[src/sv/ryds_pkg.sv]
// ----------------------------------------------------------------------------
// ryds_pkg
// Types, constants and a helper function shared by the converter modules.
// ----------------------------------------------------------------------------
package ryds_pkg;

  localparam int DEF_MAX_WIDTH  = 2048;
  localparam int DEF_MAX_HEIGHT = 2048;

  localparam int CFG_W       = 12;
  localparam int PADDR_W     = 3;
  localparam int PDATA_W     = 32;
  localparam logic [CFG_W-1:0] WIDTH_RESET  = 12'd640;
  localparam logic [CFG_W-1:0] HEIGHT_RESET = 12'd480;

  // Register indexes, taken from paddr[2].
  localparam logic REG_IMAGE_WIDTH  = 1'b0;
  localparam logic REG_IMAGE_HEIGHT = 1'b1;

  localparam int PAIR_W  = 9;
  localparam int SUM_W   = 10;
  localparam int COEF_W  = 13;
  localparam int PROD_W  = SUM_W + COEF_W;
  localparam int ACC_W   = 25;
  localparam int ENTRY_W = 3 * PAIR_W;

  // Q13 coefficient magnitudes; signs are applied when the products are combined.
  localparam logic [COEF_W-1:0] COEF_Y_R  = 13'd2105;
  localparam logic [COEF_W-1:0] COEF_Y_G  = 13'd4129;
  localparam logic [COEF_W-1:0] COEF_Y_B  = 13'd803;
  localparam logic [COEF_W-1:0] COEF_CB_R = 13'd1212;
  localparam logic [COEF_W-1:0] COEF_CB_G = 13'd2384;
  localparam logic [COEF_W-1:0] COEF_CB_B = 13'd3596;
  localparam logic [COEF_W-1:0] COEF_CR_R = 13'd3596;
  localparam logic [COEF_W-1:0] COEF_CR_G = 13'd3015;
  localparam logic [COEF_W-1:0] COEF_CR_B = 13'd582;

  localparam logic signed [10:0] LUMA_OFFSET   = 11'sd16;
  localparam logic signed [10:0] CHROMA_OFFSET = 11'sd128;

  // Four-pixel channel sums of one block.
  typedef struct packed {
    logic [SUM_W-1:0] red;
    logic [SUM_W-1:0] green;
    logic [SUM_W-1:0] blue;
  } block_sum_t;

  // Divide by 32768 with truncation toward zero, add the offset and clamp to a byte.
  function automatic logic [7:0] finish(input logic signed [ACC_W-1:0] acc,
                                        input logic signed [10:0] offset);
    logic signed [9:0]  quot;
    logic signed [10:0] biased;
    logic [7:0]         res;
    quot = $signed(acc[ACC_W-1:15]);
    if (acc[ACC_W-1] && (acc[14:0] != 15'd0)) begin
      quot = quot + 10'sd1;
    end
    biased = {quot[9], quot} + offset;
    if (biased < 11'sd0) begin
      res = 8'd0;
    end else if (biased > 11'sd255) begin
      res = 8'd255;
    end else begin
      res = biased[7:0];
    end
    return res;
  endfunction

endpackage

[src/sv/ryds_matrix.sv]
// ----------------------------------------------------------------------------
// ryds_matrix
// Colour matrix: constant products in one stage, then sums, scaling and
// saturation into the output register.
// ----------------------------------------------------------------------------
module ryds_matrix (
  input  logic                clk,
  input  logic                rst,
  input  logic                in_valid,
  output logic                in_ready,
  input  ryds_pkg::block_sum_t in_sum,
  output logic                out_valid,
  input  logic                out_ready,
  output logic [7:0]          out_luma,
  output logic [7:0]          out_chroma_blue,
  output logic [7:0]          out_chroma_red
);

  localparam int PW = ryds_pkg::PROD_W;
  localparam int AW = ryds_pkg::ACC_W;

  logic          prod_valid;
  logic [PW-1:0] p_y_r, p_y_g, p_y_b;
  logic [PW-1:0] p_cb_r, p_cb_g, p_cb_b;
  logic [PW-1:0] p_cr_r, p_cr_g, p_cr_b;
  logic          out_free;
  logic          prod_ready;
  logic signed [AW-1:0] acc_y, acc_cb, acc_cr;

  assign out_free   = !out_valid || out_ready;
  assign prod_ready = !prod_valid || out_free;
  assign in_ready   = prod_ready;

  always_ff @(posedge clk) begin
    if (rst) begin
      prod_valid <= 1'b0;
    end else if (prod_ready) begin
      prod_valid <= in_valid;
    end
  end

  always_ff @(posedge clk) begin
    if (prod_ready && in_valid) begin
      p_y_r  <= PW'(in_sum.red)   * PW'(ryds_pkg::COEF_Y_R);
      p_y_g  <= PW'(in_sum.green) * PW'(ryds_pkg::COEF_Y_G);
      p_y_b  <= PW'(in_sum.blue)  * PW'(ryds_pkg::COEF_Y_B);
      p_cb_r <= PW'(in_sum.red)   * PW'(ryds_pkg::COEF_CB_R);
      p_cb_g <= PW'(in_sum.green) * PW'(ryds_pkg::COEF_CB_G);
      p_cb_b <= PW'(in_sum.blue)  * PW'(ryds_pkg::COEF_CB_B);
      p_cr_r <= PW'(in_sum.red)   * PW'(ryds_pkg::COEF_CR_R);
      p_cr_g <= PW'(in_sum.green) * PW'(ryds_pkg::COEF_CR_G);
      p_cr_b <= PW'(in_sum.blue)  * PW'(ryds_pkg::COEF_CR_B);
    end
  end

  always_comb begin
    acc_y  = $signed(AW'(p_y_r)) + $signed(AW'(p_y_g)) + $signed(AW'(p_y_b));
    acc_cb = $signed(AW'(p_cb_b)) - $signed(AW'(p_cb_r)) - $signed(AW'(p_cb_g));
    acc_cr = $signed(AW'(p_cr_r)) - $signed(AW'(p_cr_g)) - $signed(AW'(p_cr_b));
  end

  always_ff @(posedge clk) begin
    if (rst) begin
      out_valid <= 1'b0;
    end else if (out_free) begin
      out_valid <= prod_valid;
    end
  end

  always_ff @(posedge clk) begin
    if (out_free && prod_valid) begin
      out_luma        <= ryds_pkg::finish(acc_y,  ryds_pkg::LUMA_OFFSET);
      out_chroma_blue <= ryds_pkg::finish(acc_cb, ryds_pkg::CHROMA_OFFSET);
      out_chroma_red  <= ryds_pkg::finish(acc_cr, ryds_pkg::CHROMA_OFFSET);
    end
  end

endmodule

[config.mk]
export PLATFORM = sky130hd
export DESIGN_NAME = ryds_matrix
export DESIGN_NICKNAME = d
export VERILOG_FILES = /design/src/sv/ryds_pkg.sv /design/src/sv/ryds_matrix.sv
export SDC_FILE = /design/constraint.sdc
export NUM_CORES = 1
export LEC_CHECK = 0
export BUFFER_PORTS_ARGS = -buffer_cell sky130_fd_sc_hd__buf_2
export CORE_UTILIZATION = 55
export CTS_CLUSTER_DIAMETER = 80
export DETAILED_ROUTE_END_ITERATION = 7
export PLACE_DENSITY = 0.71
export SYNTH_ARGS = -nofsm -noshare
export SYNTH_HDL_FRONTEND = slang
export SYNTH_SLANG_ARGS = --single-unit
[constraint.sdc]
create_clock -name clk -period 8.8 [get_ports clk]
set_input_delay 1.32 -clock clk [delete_from_list [all_inputs] [get_ports clk]]
set_output_delay 1.32 -clock clk [all_outputs]
set_load 0.02 [all_outputs]
==> results of run 1 <==
==> worst register-to-register path, delay by kind of cell (launching register included) <==
family	cells	cell delay, ns
flops	1	0.42
xor+xnor	2	0.29
buf+inv	1	0.06
simple gates	4	1.10
compound gates	17	3.63
fa+ha+maj	3	0.89
==> sequential cells by signal, summed over array words and instances (netlist names), 8 cells and up <==
name and flops:
out_chroma_blue 8, out_chroma_red 8, out_luma 8, p_cb_b 16, p_cb_g 16, p_cb_r 17, p_cr_b 19, p_cr_g 21
p_cr_r 20, p_y_b 15, p_y_g 23, p_y_r 21
==> worst min path at each step <==
stage,startpoint,end,slack [ns],cells past startpoint
after floorplan,prod_valid,out_valid,0.48,2
after global placement,prod_valid,out_valid,0.50,2
after detailed placement,prod_valid,out_valid,0.51,2
after CTS,prod_valid,out_valid,0.53,2
after global routing,prod_valid,out_valid,0.54,2
final,prod_valid,out_valid,0.53,2
==> final cells by class <==
class                   instances  area [um^2]  share of cell area (%)
multi-input cells            1854        17500                    65.9
flip-flops and latches        194         5810                    21.9
inverters                     431         1620                    6.10
well taps                     592          741                    2.79
clock buffers                  19          433                    1.63
repair buffers                 61          310                    1.17
clock inverters                13          148                   0.556
diodes                          3         7.51                  0.0283
==> kinds of logic after synthesis <==
| family | count (synthesis) |
|---|---|
| simple gates | 429 |
| flops | 194 |
| buf+inv | 441 |
| compound gates | 492 |
| mux | 8 |
| xor+xnor | 204 |
| fa+ha+maj | 721 |
==> per-stage QoR <==
step	setup WS, ns	cells	instance area [um^2]	hold slack (ns)
detailed placement	2.29	3132	26000	0.511
finish	2.14	3167	26500	0.527
floorplan	2.80	2489	24900	0.478
global placement	2.37	3132	26000	0.497
CTS	2.24	3164	26500	0.527
global route	1.44	3164	26500	0.545
==> Yosys cell counts (8+ instances only) <==
cell and instances:
a21o_1 47, nand2b_1 15, o21bai_1 35, nand4_1 11, nor2b_1 23, edfxtp_1 192
inv_1 431, xor2_1 61, and3_1 12, nand3_1 36, or3_1 9, nor3_1 52
xnor2_1 142, a31oi_1 20, o21ai_0 74, nor2_1 111, ha_1 573, or2_2 11
fa_1 147, nand2_1 100, o21a_1 28, a211oi_1 20, and2_1 9, nor4_1 9
o2111ai_1 9, o211ai_1 8, a21oi_1 149, a21boi_0 9
==> layer usage <==
metal,track usage (%),vias to the layer above
li1,-,8899
met1,33.3,8619
met2,41.2,395
met3,4.69,108
met4,11.5,10
met5,0,-
==> flow_summary.yaml, run 1 <==
outcome:
  status: "finished clean"
synth:
  synth_compound_area_share_pct: 13.5
  yosysTopAreaCell: "ha_1"
  synth-main-ff-cell: "edfxtp_1"
  synth_edf_count: 192
  synth.distinct_cells: 93
  synth_fp_nets: 3243
  synth_area_leaders: "ha_1 (29%), edfxtp_1 (23%), fa_1 (12%), inv_1 (6.5%), xnor2_1 (5.0%)"
  synth_area_mm2: 0.0249
  synth-simple-area-share_pct: 8.48
  yosys_register_bits: 194
  avgSynthCellArea_um2: 10.0
  synth_fa_ha_area_share_pct: 40.6
  synth_top_family_by_area: "adder cells"
  yosys_warnings: 0
  synthXorXnorAreaFrac_pct: 7.19
  synth_cells: 2489
  postSynth.asyncResetShare_pct: 0
  muxShareOfSynthArea_pct: 0.336
  synth_top_area_share_pct: 28.7
  yosysSeqAreaShare_pct: 23.3
critical_path:
  crit_fanout: 7
  r2r-start: "p_cr_r[3]"
  cpLargestDelayFamily: "compound AO/OA/AOI/OAI gates"
  cp.depth: 27
  startpoint: "p_cr_r[3]"
  cp_num_buf_inv: 1
  startpoint_type: "flop"
  crit_required_ns: 9.03
  worst_path_max_delay_cell: "or3_1"
  critPathKind: "flop to flop"
  critical-path-max-stage-delay_ns: 0.48
  endpoint_kind: "flop"
  arrival_ns: 6.88
  reg2reg_depth: 27
  r2r_setup_slack_ns: 2.14
  critPathCapture: "out_chroma_blue[1]"
  r2r-end: "out_chroma_blue[1]"
clocking:
  h-tree-depth: 4
  clockBufferDepth: 2
  cts.clk_slew.worst_paths_ns: 0.07
  clock_tree.root_cell: "clkbuf_16"
  holdBufCountCts: 0
  cts_setup_buffers: 0
  clkSinkCount: 194
  cts_resized: 0
  cts_buffers: 17
  cts_tree: "built"
  clock_latency_ns: 0.50
detailed_routing:
  drc: 0
  avgRoutedWirePerCell_um: 18.1
  drt_first_iter_violations: 1042
  vias_per_cell: 5.69
  vias: 18031
  postRouteAntennaNets: 0
  first_pass_iters: 7
  maxUsedRoutingLayer: "met5"
  dr_wl_met3_um: 2730
  wl_um: 57200
  met2_length_um: 26300
  wl_met1_um: 25800
timing:
  slew_headroom_pct: 34.8
  finalHoldViolCount: 0
  fin_crit_ns: 6.66
  setup_viol: 0
  clock_skew_ns: 0.0147
  tightestPinTransition_ns: 0.976
  finalMaxSlewViolations: 0
  rsz0062_at_grt: "no"
  setup_tns_ns: 0
  max_freq_mhz: 150
  min_period_over_period_pct: 75.6
global_route:
  grt_max_degree: 63
  grt_pass1_vias: 17919
  antenna_found_initial: 7
  globalRouteTotalUtil_pct: 25.5
  grt_pass1_wl_um: 91800
  grt_overflow_total: 0
floorplan:
  core_mm2: 0.0445
  initial_core_util_pct: 56.0
  rows: 77
  die_y_um: 215
  num_io_pins: 60
  die_w_um: 215
  fp.dieArea_mm2: 0.0462
cells_and_area:
  layout_commonest_cell: "ha_1"
  syn_to_final_growth_pct: 6.42
  layout-drive-gt1-share_pct: 5.40
  postLayoutCoreUtil_pct: 59.6
  final_cell_mix: "ha_1 (573), inv_1 (431), edfxtp_1 (192)"
  fill_cells: 3818
  layout.nets: 3313
worst_hold_path:
  hp-class: "flop to flop"
place:
  place_hpwl_um: 48000
  port_buffers: 59
  gp_congestion: 0.940
run:
  drv_cap: 0
Power of run 1 is not shown: default switching activity piles up to over one toggle a cycle in this logic, so the estimate is an artifact.
==> run 2: changes to the inputs <==
--- a/config.mk
+++ b/config.mk
@@ -9,7 +9,7 @@
 export CORE_UTILIZATION = 55
 export CTS_CLUSTER_DIAMETER = 80
 export DETAILED_ROUTE_END_ITERATION = 7
-export PLACE_DENSITY = 0.71
+export PLACE_DENSITY = 0.74
 export SYNTH_ARGS = -nofsm -noshare
 export SYNTH_HDL_FRONTEND = slang
 export SYNTH_SLANG_ARGS = --single-unit
==> constraint.sdc (replaced) <==
create_clock -name clk -period 5.5 [get_ports clk]
set_input_delay 0.825 -clock clk [delete_from_list [all_inputs] [get_ports clk]]
set_output_delay 0.825 -clock clk [all_outputs]
set_load 0.02 [all_outputs]
==> flow_summary.yaml, run 2 (synthesis gave the netlist of run 1 again) <==
global_route:
  antenna_found_initial: 1
  grt_overflow_total: 0
  globalRouteTotalUtil_pct: 26.6
  grt_pass1_wl_um: 97300
  grt_pass1_vias: 19326
  grt_max_degree: 71
timing:
  slew_headroom_pct: 33.7
  finalHoldViolCount: 0
  tightestPinTransition_ns: 0.992
  min_period_over_period_pct: 103
  finalMaxSlewViolations: 0
  max_freq_mhz: 177
  fin_crit_ns: 5.65
  rsz0062_at_grt: "yes"
  clock_skew_ns: 0.0119
  setup_viol: 15
  setup_ws_ns: -0.146
cells_and_area:
  final_area_mm2: 0.0286
  layout.nets: 3506
  antennaDiodeCount: 0
  layout-drive-gt1-share_pct: 15.0
  final_cell_mix: "ha_1 (565), inv_1 (430), edfxtp_1 (192)"
  largest_register: "p_y_g"
  syn_to_final_growth_pct: 14.7
  largest_reg_flops: 23
  layoutNonFillerInstCount: 3357
  layout_commonest_cell: "ha_1"
  reg_top3: "p_y_g x23, p_cr_g x21, p_y_r x21"
critical_path:
  critical-path-max-stage-delay_ns: 0.39
  crit_required_ns: 5.81
  reg2reg_depth: 28
  worst_path_max_delay_cell: "edfxtp_1"
  r2r-start: "p_cr_r[3]"
  r2r_setup_slack_ns: -0.15
  crit_fanout: 4
  startpoint_type: "flop"
  r2r-end: "out_chroma_blue[7]"
  cpLargestDelayFamily: "compound AO/OA/AOI/OAI gates"
  cp_num_buf_inv: 3
  arrival_ns: 5.96
  crit_top_cell: "o21a_1"
  critPathKind: "flop to flop"
  endpoint_kind: "flop"
clocking:
  h-tree-depth: 4
  clockBufferDepth: 2
  clkSinkCount: 194
  cts_buffers: 17
  cts_tree: "built"
  clock_latency_ns: 0.48
  cts.clk_slew.worst_paths_ns: 0.08
  clock_tree.root_cell: "clkbuf_16"
worst_hold_path:
  holdCritStartpoint: "rst"
  hold_end: "out_valid"
  hp-class: "primary input to flop"
  min_path_cells: 2
place:
  place_hpwl_um: 50200
  place_ws_ns: -0.236
  port_buffers: 59
  dp_cells: 3287
  gp_congestion: 0.954
  post_dp_cell_area_mm2: 0.0272
floorplan:
  die_y_um: 215
  initial_core_util_pct: 56.0
  fp.dieArea_mm2: 0.0462
  core_mm2: 0.0445
  num_io_pins: 60
  die_w_um: 215
  rows: 77
outcome:
  status: "complete, but fails checks"
  violations: "negative setup slack"
detailed_routing:
  vias_per_cell: 5.64
  postRouteAntennaNets: 0
  drt_first_iter_violations: 1102
  first_pass_iters: 6
  wl_um: 60700
  drc: 0
  avgRoutedWirePerCell_um: 18.1
  vias: 18944
run:
  drv_cap: 0
run 2: cell types whose count changed in the layout (fill, tap and decap cells not counted), sizes merged:
cell and delta:
clkinv +2, diode -3, buf +193, clkbuf -2, bufinv +1, clkinvlp -1
run 2: per-layer routing:
metal | global-route usage (%) | vias up | wire (um)
met5 | 0 | - | 13
met4 | 10.2 | 2 | 2300
met3 | 3.43 | 119 | 2250
met2 | 46.0 | 433 | 29500
met1 | 33.7 | 9125 | 26600
li1 | - | 9265 | -
run 2: worst max-delay path by stage:
stage                     slack (ns)  cells after the start                 end      start
final                          -0.15                     28  out_chroma_blue[7]  p_cr_r[3]
after global routing           -0.48                     28  out_chroma_blue[7]  p_cr_r[3]
after CTS                      -0.07                     27  out_chroma_blue[7]  p_cr_r[3]
after detailed placement       -0.24                     27  out_chroma_blue[7]  p_cr_r[3]
after global placement         -0.10                     26  out_chroma_blue[1]  p_cr_r[3]
after floorplan                 0.02                     25   out_chroma_red[0]  p_cr_r[2]
run 2: through the flow:
stage	util [%]	hold slack (ns)	TNS (ns)
after global placement	61.0	0.503	-0.793
after global routing	64.3	0.507	-5.99
after detailed placement	61.0	0.514	-2.38
after CTS	62.7	0.486	-0.363
after floorplan	-	0.478	0
final	64.3	0.516	-1.62
run 2: final cells by class:
class,count,area [um^2]
Tap cell,592,741
Sequential cell,194,5810
Inverter,431,1620
Multi-Input combinational cell,1854,18000
Clock buffer,17,425
Timing Repair Buffer,254,1800
Fill cell,3479,15900
Clock inverter,15,195
run 2: worst reg2reg max path, delay by kind of cell, from the launching register on:
| family | cells | cell delay [ns] |
|---|---|---|
| flip-flops | 1 | 0.39 |
| buffers and inverters | 3 | 0.29 |
| AO/OA/AOI/OAI | 16 | 3.05 |
| XOR/XNOR | 2 | 0.37 |
| adder cells (fa/ha/maj) | 3 | 0.75 |
| AND/OR/NAND/NOR | 4 | 0.64 |
run 2: repair_timing:
item,4_1_cts,5_1_grt
setup endpoints to repair,16,16
setup buffers,2,37
gates resized for setup,19,84
hold buffers,0,0
pin swaps,8,74
Power of run 2 is left out for the same reason.
